==> config.mk <==
export PLATFORM = sky130hd
export DESIGN_NAME = multi_channel_pulse_period_meter
export DESIGN_NICKNAME = d
export VERILOG_FILES = /design/src/hdl/mcppm_pkg.sv /design/src/hdl/mcppm_lane.sv /design/src/hdl/mcppm_merge.sv /design/src/hdl/multi_channel_pulse_period_meter.sv
export VERILOG_INCLUDE_DIRS = /design/src /design/src/hdl
export SDC_FILE = /design/constraint.sdc
export NUM_CORES = 1
export LEC_CHECK = 0
export ABC_AREA = 1
export BUFFER_PORTS_ARGS = -buffer_cell sky130_fd_sc_hd__buf_2
export CAP_MARGIN = 20
export CORE_ASPECT_RATIO = 0.75
export CORE_MARGIN = 4
export CORE_UTILIZATION = 35
export CTS_CLUSTER_DIAMETER = 50
export DETAILED_ROUTE_END_ITERATION = 7
export PLACE_DENSITY = 0.49
export SKIP_CTS_REPAIR_TIMING = 1
export SYNTH_ARGS = -nofsm -noshare
export SYNTH_HDL_FRONTEND = slang
export SYNTH_SLANG_ARGS = --single-unit
==> constraint.sdc <==
create_clock -name clock -period 5 [get_ports clock]
set_input_delay 0.75 -clock clock [delete_from_list [all_inputs] [get_ports clock]]
set_output_delay 0.75 -clock clock [all_outputs]
set_load 0.005 [all_outputs]
==> src/hdl/multi_channel_pulse_period_meter_defines.svh <==
// Assertion macros for the file that checks itself.
// ASSERT_IMPLIES checks a consequent in the same cycle as its antecedent.
// ASSERT_NEXT checks a consequent starting in the cycle after its antecedent.
`ifndef MULTI_CHANNEL_PULSE_PERIOD_METER_DEFINES_SVH
`define MULTI_CHANNEL_PULSE_PERIOD_METER_DEFINES_SVH
`ifndef ASSERT_OFF
`define ASSERT_IMPLIES(label, clk, rst, ante, cons) \
   label: assert property (@(posedge clk) disable iff (rst) (ante) |-> (cons)) \
      else $error("assertion failed");
`define ASSERT_NEXT(label, clk, rst, ante, cons) \
   label: assert property (@(posedge clk) disable iff (rst) (ante) |=> cons) \
      else $error("assertion failed");
`else
`define ASSERT_IMPLIES(label, clk, rst, ante, cons)
`define ASSERT_NEXT(label, clk, rst, ante, cons)
`endif
`endif

==> src/hdl/mcppm_pkg.sv <==
package mcppm_pkg;

   localparam int CHANNELS    = 3;
   localparam int PERIOD_BITS = 16;
   localparam int COUNT_BITS  = 16;
   localparam int PIN_COUNT   = 3;

   // Only channels that have a pin give a result.
   localparam int RESULTS  = (CHANNELS < PIN_COUNT) ? CHANNELS : PIN_COUNT;
   localparam int RES_BITS = $clog2(RESULTS + 1);

   localparam int FIELD_BITS   = 16;
   localparam int CHANNEL_BITS = 2;
   localparam int DIV_BITS     = 8;

   localparam logic [DIV_BITS-1:0]    TICK_DIVIDE_RESET = 8'd100;
   localparam logic [PERIOD_BITS-1:0] PERIOD_MAX        = '1;
   localparam logic [31:0]            FIELD_MAX_WIDE    = 32'h0000_ffff;

   localparam int REQ_DATA_BITS = 8;
   localparam int RSP_DATA_BITS = 72;
   localparam int RSP_USER_BITS = CHANNEL_BITS;

   // Input item layout, lowest bits last.
   typedef struct packed {
      logic [REQ_DATA_BITS-PIN_COUNT-3:0] pad;
      logic                               clear_sums;
      logic                               clear_counts;
      logic [PIN_COUNT-1:0]               level;
   } req_data_type;

   typedef struct packed {
      logic clear_counts;
      logic clear_sums;
   } tick_ctrl_type;

   typedef struct packed {
      logic                  edge_seen;
      logic [FIELD_BITS-1:0] pulses;
      logic [FIELD_BITS-1:0] pulse_total;
      logic [FIELD_BITS-1:0] period;
      logic [FIELD_BITS-1:0] min_period;
   } lane_result_type;

   // Result item layout, lowest bits last.
   typedef struct packed {
      logic [5:0]            pad;
      logic                  slow_flag;
      logic [FIELD_BITS-1:0] min_period;
      logic [FIELD_BITS-1:0] period;
      logic [FIELD_BITS-1:0] pulse_total;
      logic [FIELD_BITS-1:0] pulses;
      logic                  edge_seen;
   } rsp_data_type;

   function automatic logic [FIELD_BITS-1:0] sat_field(input logic [31:0] value);
      logic [FIELD_BITS-1:0] result;
      if (value > FIELD_MAX_WIDE) begin
         result = '1;
      end else begin
         result = value[FIELD_BITS-1:0];
      end
      return result;
   endfunction

endpackage

==> src/hdl/mcppm_lane.sv <==
// One channel: edge detection, period timer, counts and minimum period.
// The result shows the state as it stands after the current tick.
module mcppm_lane (
   input  logic                      clock,
   input  logic                      reset,
   input  logic                      tick,
   input  logic                      level,
   input  mcppm_pkg::tick_ctrl_type  ctrl,
   output mcppm_pkg::lane_result_type result
);

   logic                             prev_ff, prev_in;
   logic                             active_ff, active_in;
   logic [mcppm_pkg::PERIOD_BITS-1:0] timer_ff, timer_in;
   logic [mcppm_pkg::PERIOD_BITS-1:0] latched_ff, latched_in;
   logic [mcppm_pkg::PERIOD_BITS-1:0] smallest_ff, smallest_in;
   logic [mcppm_pkg::COUNT_BITS-1:0]  count_ff, count_in;
   logic [mcppm_pkg::COUNT_BITS-1:0]  total_ff, total_in;
   logic [mcppm_pkg::PERIOD_BITS-1:0] timer_run;
   logic                             edge_now;

   assign edge_now = prev_ff & ~level;

   always_comb begin
      if (active_ff && (timer_ff != mcppm_pkg::PERIOD_MAX)) begin
         timer_run = timer_ff + 1'b1;
      end else begin
         timer_run = timer_ff;
      end

      count_in    = ctrl.clear_counts ? '0 : count_ff;
      smallest_in = ctrl.clear_counts ? mcppm_pkg::PERIOD_MAX : smallest_ff;
      total_in    = ctrl.clear_sums ? '0 : total_ff;
      timer_in    = timer_run;
      latched_in  = latched_ff;
      active_in   = active_ff;
      prev_in     = level;

      if (edge_now) begin
         count_in  = count_in + 1'b1;
         total_in  = total_in + 1'b1;
         if (active_ff) begin
            latched_in = timer_run;
            if (timer_run < smallest_in) begin
               smallest_in = timer_run;
            end
         end
         timer_in  = '0;
         active_in = 1'b1;
      end
   end

   always_ff @(posedge clock) begin
      if (reset) begin
         prev_ff     <= 1'b0;
         active_ff   <= 1'b0;
         timer_ff    <= '0;
         latched_ff  <= '0;
         smallest_ff <= mcppm_pkg::PERIOD_MAX;
         count_ff    <= '0;
         total_ff    <= '0;
      end else if (tick) begin
         prev_ff     <= prev_in;
         active_ff   <= active_in;
         timer_ff    <= timer_in;
         latched_ff  <= latched_in;
         smallest_ff <= smallest_in;
         count_ff    <= count_in;
         total_ff    <= total_in;
      end
   end

   assign result.edge_seen   = edge_now;
   assign result.pulses      = mcppm_pkg::FIELD_BITS'(count_in);
   assign result.pulse_total = mcppm_pkg::FIELD_BITS'(total_in);
   assign result.period      = mcppm_pkg::sat_field(32'(latched_in));
   assign result.min_period  = mcppm_pkg::sat_field(32'(smallest_in));

endmodule

==> src/hdl/mcppm_merge.sv <==
// Takes a snapshot of all lane results for one tick and sends them out one
// per cycle while rsp_ready allows, through a registered output stage.
module mcppm_merge (
   input  logic                                     clock,
   input  logic                                     reset,
   input  logic                                     load,
   input  mcppm_pkg::lane_result_type               lanes [mcppm_pkg::CHANNELS],
   input  logic                                     slow,
   output logic                                     ready,
   output logic                                     rsp_valid,
   input  logic                                     rsp_ready,
   output logic [mcppm_pkg::RSP_DATA_BITS-1:0]      rsp_data,
   output logic [mcppm_pkg::RSP_USER_BITS-1:0]      rsp_user,
   output logic                                     rsp_last
);

   mcppm_pkg::lane_result_type           hold_ff [mcppm_pkg::RESULTS];
   mcppm_pkg::lane_result_type           hold_in [mcppm_pkg::RESULTS];
   logic                                 slow_ff;
   logic [mcppm_pkg::RES_BITS-1:0]       left_ff, left_in;
   logic                                 valid_ff, valid_in;
   mcppm_pkg::rsp_data_type              data_ff, data_in;
   logic [mcppm_pkg::RSP_USER_BITS-1:0]  user_ff, user_in;
   logic                                 last_ff, last_in;
   logic [mcppm_pkg::RES_BITS-1:0]       chan_idx;
   logic                                 out_free;
   logic                                 move;

   assign out_free = !valid_ff || rsp_ready;
   assign move     = (left_ff != '0) && out_free;
   assign ready    = (left_ff == '0) || ((left_ff == mcppm_pkg::RES_BITS'(1)) && move);
   assign chan_idx = mcppm_pkg::RES_BITS'(mcppm_pkg::RESULTS) - left_ff;

   always_comb begin
      for (int i = 0; i < mcppm_pkg::RESULTS; i++) begin
         if (load) begin
            hold_in[i] = lanes[i];
         end else if (move && (i < mcppm_pkg::RESULTS - 1)) begin
            hold_in[i] = hold_ff[(i + 1) % mcppm_pkg::RESULTS];
         end else begin
            hold_in[i] = hold_ff[i];
         end
      end

      if (load) begin
         left_in = mcppm_pkg::RES_BITS'(mcppm_pkg::RESULTS);
      end else if (move) begin
         left_in = left_ff - 1'b1;
      end else begin
         left_in = left_ff;
      end

      valid_in = valid_ff;
      data_in  = data_ff;
      user_in  = user_ff;
      last_in  = last_ff;
      if (move) begin
         valid_in            = 1'b1;
         data_in.pad         = '0;
         data_in.slow_flag   = slow_ff;
         data_in.min_period  = hold_ff[0].min_period;
         data_in.period      = hold_ff[0].period;
         data_in.pulse_total = hold_ff[0].pulse_total;
         data_in.pulses      = hold_ff[0].pulses;
         data_in.edge_seen   = hold_ff[0].edge_seen;
         user_in             = mcppm_pkg::RSP_USER_BITS'(chan_idx);
         last_in             = (left_ff == mcppm_pkg::RES_BITS'(1));
      end else if (rsp_ready) begin
         valid_in = 1'b0;
      end
   end

   always_ff @(posedge clock) begin
      for (int i = 0; i < mcppm_pkg::RESULTS; i++) begin
         hold_ff[i] <= hold_in[i];
      end
      if (load) begin
         slow_ff <= slow;
      end
      data_ff <= data_in;
      user_ff <= user_in;
      last_ff <= last_in;
   end

   always_ff @(posedge clock) begin
      if (reset) begin
         left_ff  <= '0;
         valid_ff <= 1'b0;
      end else begin
         left_ff  <= left_in;
         valid_ff <= valid_in;
      end
   end

   assign rsp_valid = valid_ff;
   assign rsp_data  = data_ff;
   assign rsp_user  = user_ff;
   assign rsp_last  = last_ff;

endmodule

==> src/hdl/multi_channel_pulse_period_meter.sv <==
// Three-channel pulse period meter for anemometer style sensors.
// Each item on the req_ stream is one sample tick: the three pin levels and
// two clear requests. Every accepted item produces three items on the rsp_
// stream, one per channel in channel order, with tlast on the third. Each
// result carries the edge flag, pulse count, pulse total, latest period,
// minimum period and the shared slow-activity flag; tuser holds the channel.
// rsp_tvalid rises once the item has passed the snapshot buffer and then
// the output register; the rest follow one per cycle while rsp_tready is
// high. A new tick is taken as the final result of the previous one moves
// to the output register, which all three lane results share. When the
// receiver stalls, the output register holds its item, the snapshot buffer
// holds the rest, and req_tready drops until the last result of the
// buffered tick is on its way. The divider register tick_divide is written
// through csr_wr_en and csr_wr_data; the user must write it only while the
// block is idle, which the block itself does not enforce. Reset clears all
// channel state, sets the minimum periods to all ones and loads
// tick_divide with 100.
`include "multi_channel_pulse_period_meter_defines.svh"

module multi_channel_pulse_period_meter (
   input  logic                                  clock,
   input  logic                                  reset,
   // Sample tick input.
   input  logic                                  req_tvalid,
   output logic                                  req_tready,
   // level0, level1, level2, clear_counts, clear_sums, zero padding.
   input  logic [mcppm_pkg::REQ_DATA_BITS-1:0]   req_tdata,
   // Channel results.
   output logic                                  rsp_tvalid,
   input  logic                                  rsp_tready,
   // edge_seen, pulses, pulse_total, period, min_period, slow_flag, padding.
   output logic [mcppm_pkg::RSP_DATA_BITS-1:0]   rsp_tdata,
   // channel.
   output logic [mcppm_pkg::RSP_USER_BITS-1:0]   rsp_tuser,
   output logic                                  rsp_tlast,
   // Divider register write port.
   input  logic                                  csr_wr_en,
   input  logic [mcppm_pkg::DIV_BITS-1:0]        csr_wr_data
);

   mcppm_pkg::req_data_type               req_fields;
   mcppm_pkg::tick_ctrl_type              ctrl;
   mcppm_pkg::lane_result_type            lane_res [mcppm_pkg::CHANNELS];
   logic                                  req_accept;
   logic [mcppm_pkg::DIV_BITS-1:0]        tick_divide_ff;
   logic [mcppm_pkg::DIV_BITS-1:0]        divider_ff, divider_in;
   logic [mcppm_pkg::DIV_BITS-1:0]        divider_step;
   logic                                  slow_now;

   assign req_fields        = req_tdata;
   assign ctrl.clear_counts = req_fields.clear_counts;
   assign ctrl.clear_sums   = req_fields.clear_sums;
   assign req_accept        = req_tvalid && req_tready;

   // The configuration register changes only on reset or on a host write.
   always_ff @(posedge clock) begin
      if (reset) begin
         tick_divide_ff <= mcppm_pkg::TICK_DIVIDE_RESET;
      end else if (csr_wr_en) begin
         tick_divide_ff <= csr_wr_data;
      end
   end

   // The divider advances once per tick and wraps through zero; when it
   // lands on tick_divide the tick is flagged and the divider restarts.
   assign divider_step = divider_ff + 1'b1;
   assign slow_now     = (divider_step == tick_divide_ff);
   assign divider_in   = slow_now ? '0 : divider_step;

   always_ff @(posedge clock) begin
      if (reset) begin
         divider_ff <= '0;
      end else if (req_accept) begin
         divider_ff <= divider_in;
      end
   end

   // One lane per channel; channels past the pins see a steady low level.
   for (genvar c = 0; c < mcppm_pkg::CHANNELS; c++) begin : g_lane
      logic lane_level;
      if (c < mcppm_pkg::PIN_COUNT) begin : g_pin
         assign lane_level = req_fields.level[c];
      end else begin : g_nopin
         assign lane_level = 1'b0;
      end

      mcppm_lane u_lane (
         .clock  (clock),
         .reset  (reset),
         .tick   (req_accept),
         .level  (lane_level),
         .ctrl   (ctrl),
         .result (lane_res[c])
      );
   end

   mcppm_merge u_merge (
      .clock     (clock),
      .reset     (reset),
      .load      (req_accept),
      .lanes     (lane_res),
      .slow      (slow_now),
      .ready     (req_tready),
      .rsp_valid (rsp_tvalid),
      .rsp_ready (rsp_tready),
      .rsp_data  (rsp_tdata),
      .rsp_user  (rsp_tuser),
      .rsp_last  (rsp_tlast)
   );

   // A flagged tick must restart the divider.
   `ASSERT_NEXT(a_divider_restart, clock, reset, req_accept && slow_now, divider_ff == '0)
   // The final result of a tick always belongs to the highest channel.
   `ASSERT_IMPLIES(a_last_channel, clock, reset, rsp_tvalid && rsp_tlast,
      rsp_tuser == mcppm_pkg::RSP_USER_BITS'(mcppm_pkg::RESULTS - 1))
   // A taken tick puts a result on the output once it has passed the snapshot buffer and the output register.
   `ASSERT_NEXT(a_result_follows, clock, reset, req_accept, ##1 rsp_tvalid)

endmodule
==> impl_metrics.yaml, run 1 <==
setup_path:
  worstSetupEndpoint: "u_merge.hold_ff[0][65]$_DFFE_PP_"
  r2r-end: "u_merge.hold_ff[0][65]$_DFFE_PP_"
  reg2reg_from: "g_lane[1].u_lane.timer_ff[0]$_SDFFE_PP0P_"
  cp.required_ps: 5340
  startpoint: "g_lane[1].u_lane.timer_ff[0]$_SDFFE_PP0P_"
  setup.worst_path.start_class: "flop"
  cp_cell_sequence: "ha_1, nand2_1, nor2_1, nand2_1, inv_1, nand2_2, nand2_4, inv_2, nand3b_1, nor2_1, nand2_1, nor2_1, xor2_1, inv_1, ha_1, nand2_1, nor2_1, a211oi_1, o221ai_1, nor2_2, buf_4, nand3_1, nand3_1, nand2_1"
  slowest_stage: "nor2_2"
  reg2reg_setup_slack_ps: 660
  worstSetupPathType: "reg2reg"
  cp_max_fo: 10
  cpPeakStageDelay_ps: 490
  ff2ff_path_depth: 24
  end_kind: "flop"
  crit_top_cell: "nand2_1"
  crit_arrival_ps: 4680
routing:
  drtIter0Drc: 1548
  routed_wl_um: 62600
  drc: 0
  routedWlPerCell_um: 15.6
  antenna_left: 0
  dr.pass1.iters: 7
  via_per_inst: 4.87
  vias: 19604
clocking:
  clockRootBuffer: "clkbuf_16"
  cts_made_buffers: 66
  clock_path_buffers: 3
  clkLatencyLatePin_ps: 610
  clkTransAtPathRegs_ps: 60
  cts-htree-levels: 3
  cts_tree: "done"
  cts.sinks: 530
timing:
  finalSetupViolations: 0
  final.period_utilization: 0.867
  setup_slack_ps: 663
  hold_viol_final: 0
  fmax_mhz: 231
  fin_skew_ps: 30.3
  maxSlewHeadroom: 0.318
  worst_pin_slew_ps: 1020
  period_minus_slack_ps: 4340
  rsz0062_at_grt: "false"
  finalSetupTns_ps: 0
  slew_violations: 0
power_and_ir_drop:
  power.net_switching_uw: 4870
  ir_drop_uv: 545
  finalPower_uw: 15000
  pwr-share-seq: 0.455
  p_comb_frac: 0.228
  power_density_nw_per_um2: 528
  p_clk_frac: 0.317
  p_int_uw: 10100
  swShare: 0.324
  power_leakage_uw: 0.0113
layout:
  layout.nets: 3098
  stdcell_count: 4022
  drive_above_1_share: 0.106
  n_antenna_cell: 0
  fin_util: 0.404
  n_fill_cell: 7050
  area_growth_pct: 14.0
floorplan:
  start_util: 0.354
  ios: 98
  rows: 84
  die_h_um: 239
  coreArea_sq_um: 70400
  die_area_sq_um: 75700
  dieWidth_um: 316
global_route:
  grt-ovfl-total: 0
  grt.total_usage: 0.163
  grt_max_degree: 131
  first_global_vias: 18058
  antenna_found_initial: 2
  grt_pass1_wl_um: 99200
synthesis:
  ys_seq_area_frac: 0.531
  ys.flop_type: "edfxtp_1"
  avgSynthCellArea_sq_um: 8.40
  async_flop_share: 0
  yosysWarnings: 0
  synth_cells: 2973
  yosysUniqueCellTypes: 50
  ys_ff_latch: 530
  synth_edf_count: 265
  synthesis.area_sq_um: 25000
run_status:
  status: "complete, no violations"
place:
  placed_cells: 3900
  dpl.hpwl_um: 41600
  gp_routability_congestion: 0.843
  port-buffer-count: 88
  pre_cts_ws_ps: 714
worst_hold_path:
  hold_path_class: "in2reg"
flow_run:
  max_cap_viol_count: 0
-- logic make-up after synthesis --
kind of cell / Yosys count / synth area share
compound gates: 469 / 0.101
xor+xnor: 81 / 0.0284
fa+ha+maj: 55 / 0.0276
buf+inv: 448 / 0.0718
flops: 530 / 0.531
other cells: 1 / 0.000150
simple gates: 1389 / 0.239
-- layout make-up --
type	instances	area, sq um	share of cell area
tap	946	1180	0.0416
timing repair buffer	115	703	0.0247
multi-input combinational	2000	9950	0.350
sequential	530	13300	0.466
clock buffer	89	1870	0.0658
inverter	309	1170	0.0411
clock inverter	33	303	0.0106
-- power by group through the flow --
stage / Clock [uW] / Sequential (uW) / Combinational (uW)
3_5_place_dp: 0 / 6940 / 3460
2_1_floorplan: 0 / 6860 / 2100
4_1_cts: 4910 / 6850 / 3470
3_3_place_gp: 0 / 6890 / 3440
6_report: 4760 / 6830 / 3420
5_1_grt: 5090 / 6960 / 3850
-- stage by stage --
step                hold WS (ps)  instance area, sq um
CTS                          341                 28400
floorplan                    400                 25000
finish                       385                 28400
global placement             401                 26300
global route                 374                 28400
detailed placement           405                 26300
-- flip-flops by register name, summed over array words and instances, names as in the netlist --
signal,flops
g_lane.u_lane.active_ff,3
g_lane.u_lane.latched_ff,48
u_merge.rsp_valid,1
divider_ff,8
u_merge.rsp_last,1
tick_divide_ff,8
g_lane.u_lane.prev_ff,3
g_lane.u_lane.total_ff,48
g_lane.u_lane.count_ff,48
u_merge.rsp_user,2
g_lane.u_lane.timer_ff,48
g_lane.u_lane.smallest_ff,48
u_merge.rsp_data,66
u_merge.hold_ff,195
u_merge.slow_ff,1
u_merge.left_ff,2
-- placed cells by master, fill, tap and decap left out, drive strengths merged --
cell,count
o21bai,4
nor4,13
a211oi,8
nand2,822
o211ai,34
a21oi,279
dfxtp,265
nor3b,1
o22ai,3
xnor2,16
clkinvlp,6
a21o,1
a22oi,8
or2,11
nand3b,10
edfxtp,265
and2,17
o221ai,4
buf,115
nor2,270
clkbuf,89
conb,6
o41ai,1
bufinv,3
ha,55
xor2,65
o21a,2
a22o,1
nor3,41
inv,318
o21ai,124
clkinv,15
nand4,24
nand3,180
-- how the worst min path moves through the flow --
stage	start	end	slack, ps	depth (start not counted)
floorplan	u_merge.hold_ff[0][64]$_DFFE_PP_	u_merge.rsp_data[0]$_DFFE_PP_	400	0
global placement	u_merge.hold_ff[0][62]$_DFFE_PP_	u_merge.rsp_data[15]$_DFFE_PP_	400	0
detailed placement	u_merge.hold_ff[0][27]$_DFFE_PP_	u_merge.rsp_data[44]$_DFFE_PP_	400	0
CTS	csr_wr_data[5]	tick_divide_ff[5]$_SDFFE_PP1P_	340	3
global route	csr_wr_data[5]	tick_divide_ff[5]$_SDFFE_PP1P_	370	3
finish	csr_wr_data[5]	tick_divide_ff[5]$_SDFFE_PP1P_	390	3
-- cell usage after synthesis, types with 11 or more instances --
cell type / instances / area share
nand4_1: 24 / 0.0060
ha_1: 55 / 0.028
nor4_1: 11 / 0.0028
edfxtp_1: 265 / 0.32
nand3_1: 170 / 0.034
nor2_1: 260 / 0.039
o21ai_0: 120 / 0.024
xor2_1: 65 / 0.023
a21oi_1: 278 / 0.056
nand2_2: 32 / 0.0080
nor3_1: 37 / 0.0074
xnor2_1: 16 / 0.0056
clkbuf_1: 90 / 0.014
nand2_1: 781 / 0.12
o211ai_1: 34 / 0.010
dfxtp_1: 265 / 0.21
inv_1: 298 / 0.045
buf_2: 28 / 0.0056
-- worst max-delay path: cells and delay by family (launching register included) --
kind	cells	cell delay, ps
simple gates	15	1950
fa+ha+maj	2	550
buf+inv	4	520
compound gates	2	440
flops	1	370
xor+xnor	1	240
-- routing by layer --
metal | vias to the layer above | wire [um] | GRT usage
li1 | 9892 | - | -
met1 | 9151 | 33100 | 0.259
met2 | 466 | 24700 | 0.224
met3 | 93 | 3400 | 0.0274
met4 | 2 | 1320 | 0.0449
met5 | - | 13 | 0
(Power assumes the default switching activity.)
==> run 2: changes to the inputs <==
ABC_AREA = default   (was 1)
CAP_MARGIN = 25   (was 20)
==> run 2 against run 1 <==
Compared with the run above:
- area after synthesis increased by 1.8%
- register-to-register slack worse by 290 ps
- cell count shrank 7.6%
- via count increased by 0.33%
- total power shrank 10%
- critical path type unchanged
- largest power group unchanged
==> impl_metrics.yaml, run 2 <==
timing:
  final.period_utilization: 0.925
  finalSetupViolations: 0
  fin_skew_ps: 17.8
  worst_pin_slew_ps: 983
  rsz0062_at_grt: "false"
  period_minus_slack_ps: 4630
  hold_slack_ps: 338
  fmax_mhz: 216
  maxSlewHeadroom: 0.345
  slew_violations: 0
  finalSetupTns_ps: 0
  hold_viol_final: 0
synthesis:
  synth_common_cells: "nor2_1, nand2_1, dfxtp_1, edfxtp_1, o21ai_0"
  synth_top_area_share: 0.313
  synth_edf_count: 265
  synth_cells: 2681
  ys_ff_latch: 530
  yosys-top-cells-area: "edfxtp_1, dfxtp_1, nor2_1"
  async_flop_share: 0
  yosysWarnings: 0
  yosysUniqueCellTypes: 69
  ys.flop_type: "edfxtp_1"
  synthesis.area_sq_um: 25400
  ys_seq_area_frac: 0.522
  synth.largest_area_cell: "edfxtp_1"
  yosys.cell_count.top_type: "nor2_1"
  avgSynthCellArea_sq_um: 9.48
global_route:
  first_global_vias: 18473
  use_met1: 0.247
  grt_max_degree: 194
  grt_pass1_wl_um: 103000
  antenna_found_initial: 1
  grt_use_met2: 0.243
  grt_use_met3: 0.0297
  grt.total_usage: 0.164
  top_usage_layer: "met1"
  grt-ovfl-total: 0
power_and_ir_drop:
  ir_drop_uv: 324
  finalPower_uw: 13500
  power_density_nw_per_um2: 465
  power_leakage_uw: 0.0103
layout:
  drive_above_1_share: 0.0972
  layout.nets: 2781
  fin_util: 0.403
  area_growth_pct: 13.9
  largest_reg_flops: 195
  layout_common_cells: "nor2_1, nand2_1, dfxtp_1, edfxtp_1, o21ai_0"
  n_antenna_cell: 0
  mostFrequentLayoutCell: "nor2_1"
  largest_register: "u_merge.hold_ff"
setup_path:
  slowest_stage: "and2_1"
  cpPeakStageDelay_ps: 590
  setup.worst_path.start_class: "flop"
  crit_arrival_ps: 5100
  r2r-end: "g_lane[2].u_lane.smallest_ff[7]$_SDFFE_PP1P_"
  reg2reg_from: "g_lane[2].u_lane.timer_ff[0]$_SDFFE_PP0P_"
  cp.required_ps: 5470
  ff2ff_path_depth: 15
  reg2reg_setup_slack_ps: 370
  worstSetupPathType: "reg2reg"
  end_kind: "flop"
  cp_cell_sequence: "ha_1, and3_1, nand4_2, nand2_1, nor3_1, xnor2_1, inv_1, ha_1, nand2_1, o21a_1, o22ai_1, a2111oi_0, nor3b_2, and2_1, a32oi_1"
  cp_max_fo: 16
worst_hold_path:
  min_from: "csr_wr_data[6]"
  hold_path_class: "in2reg"
  hold_end: "tick_divide_ff[6]$_SDFFE_PP1P_"
  worstHoldPathCells: 3
place:
  gp_routability_congestion: 0.856
  dpl.hpwl_um: 41900
  port-buffer-count: 88
floorplan:
  start_util: 0.354
  ios: 98
  rows: 85
  die_h_um: 241
  die_area_sq_um: 77000
  dieWidth_um: 319
  coreArea_sq_um: 71900
routing:
  via_per_inst: 5.29
  drc: 0
  drtIter0Drc: 1587
  dr.pass1.iters: 5
  antenna_left: 0
  routed_wl_um: 64800
  vias: 19669
  routedWlPerCell_um: 17.4
clocking:
  clkLatencyLatePin_ps: 640
  clockRootBuffer: "clkbuf_16"
  cts-htree-levels: 2
  cts_tree: "done"
  cts.sinks: 530
  cts_made_buffers: 61
  clock_path_buffers: 3
  clkTransAtPathRegs_ps: 60
run_status:
  status: "complete, no violations"
flow_run:
  max_cap_viol_count: 0
[run 2: kinds of logic after synthesis]
family          Yosys count  share of synthesized area
simple gates           1021                      0.191
buf+inv                 247                     0.0387
flops                   530                      0.522
fa+ha+maj                55                     0.0271
mux                      32                     0.0127
xor+xnor                144                     0.0496
compound gates          651                      0.159
other cells               1                   0.000148
[run 2: per-layer routing]
| metal | share of wire | vias to the layer above |
|---|---|---|
| met4 | 0.020 | 0 |
| li1 | - | 9709 |
| met2 | 0.42 | 456 |
| met3 | 0.057 | 84 |
| met1 | 0.50 | 9420 |
| met5 | 0 | - |
[run 2: final cells by class]
| class | count | area, sq um |
|---|---|---|
| timing repair buffer | 146 | 957 |
| sequential | 530 | 13300 |
| tap | 957 | 1200 |
| multi-input combinational | 1909 | 11200 |
| inverter | 57 | 219 |
| clock buffer | 83 | 1700 |
| clock inverter | 33 | 399 |
| fill | 7108 | 42900 |
[run 2: report_power, final]
group          switching (uW)  leakage, uW  internal, uW
logic                    1900      0.00456           683
clock network            1880      0.00102          2760
registers                 265      0.00466          5980
[run 2: worst max-delay path by stage]
stage                                                    from                                             to  depth (start not counted)
floorplan                                        req_tdata[3]  g_lane[2].u_lane.smallest_ff[10]$_SDFFE_PP1P_                         18
global placement    g_lane[0].u_lane.timer_ff[0]$_SDFFE_PP0P_                u_merge.hold_ff[0][4]$_DFFE_PP_                         16
detailed placement  g_lane[2].u_lane.timer_ff[0]$_SDFFE_PP0P_   g_lane[2].u_lane.smallest_ff[7]$_SDFFE_PP1P_                         15
CTS                 g_lane[2].u_lane.timer_ff[0]$_SDFFE_PP0P_   g_lane[2].u_lane.smallest_ff[8]$_SDFFE_PP1P_                         15
global route        g_lane[2].u_lane.timer_ff[0]$_SDFFE_PP0P_   g_lane[2].u_lane.smallest_ff[7]$_SDFFE_PP1P_                         15
finish              g_lane[2].u_lane.timer_ff[0]$_SDFFE_PP0P_   g_lane[2].u_lane.smallest_ff[7]$_SDFFE_PP1P_                         15
[run 2: worst max-delay path, delay by kind of cell (launching register included)]
family | cells | cell delay (ps)
compound gates | 4 | 950
simple gates | 7 | 1810
xor+xnor | 1 | 540
flops | 1 | 470
buf+inv | 1 | 110
fa+ha+maj | 2 | 580
[run 2: metrics by stage]
stage               worst slack [ps]  cell area [sq um]  cells
detailed placement               470              26800   3599
finish                           374              28900   3715
global route                    22.3              28900   3715
global placement                 529              26800   3598
CTS                              430              28900   3715
floorplan                       24.6              25400   2686
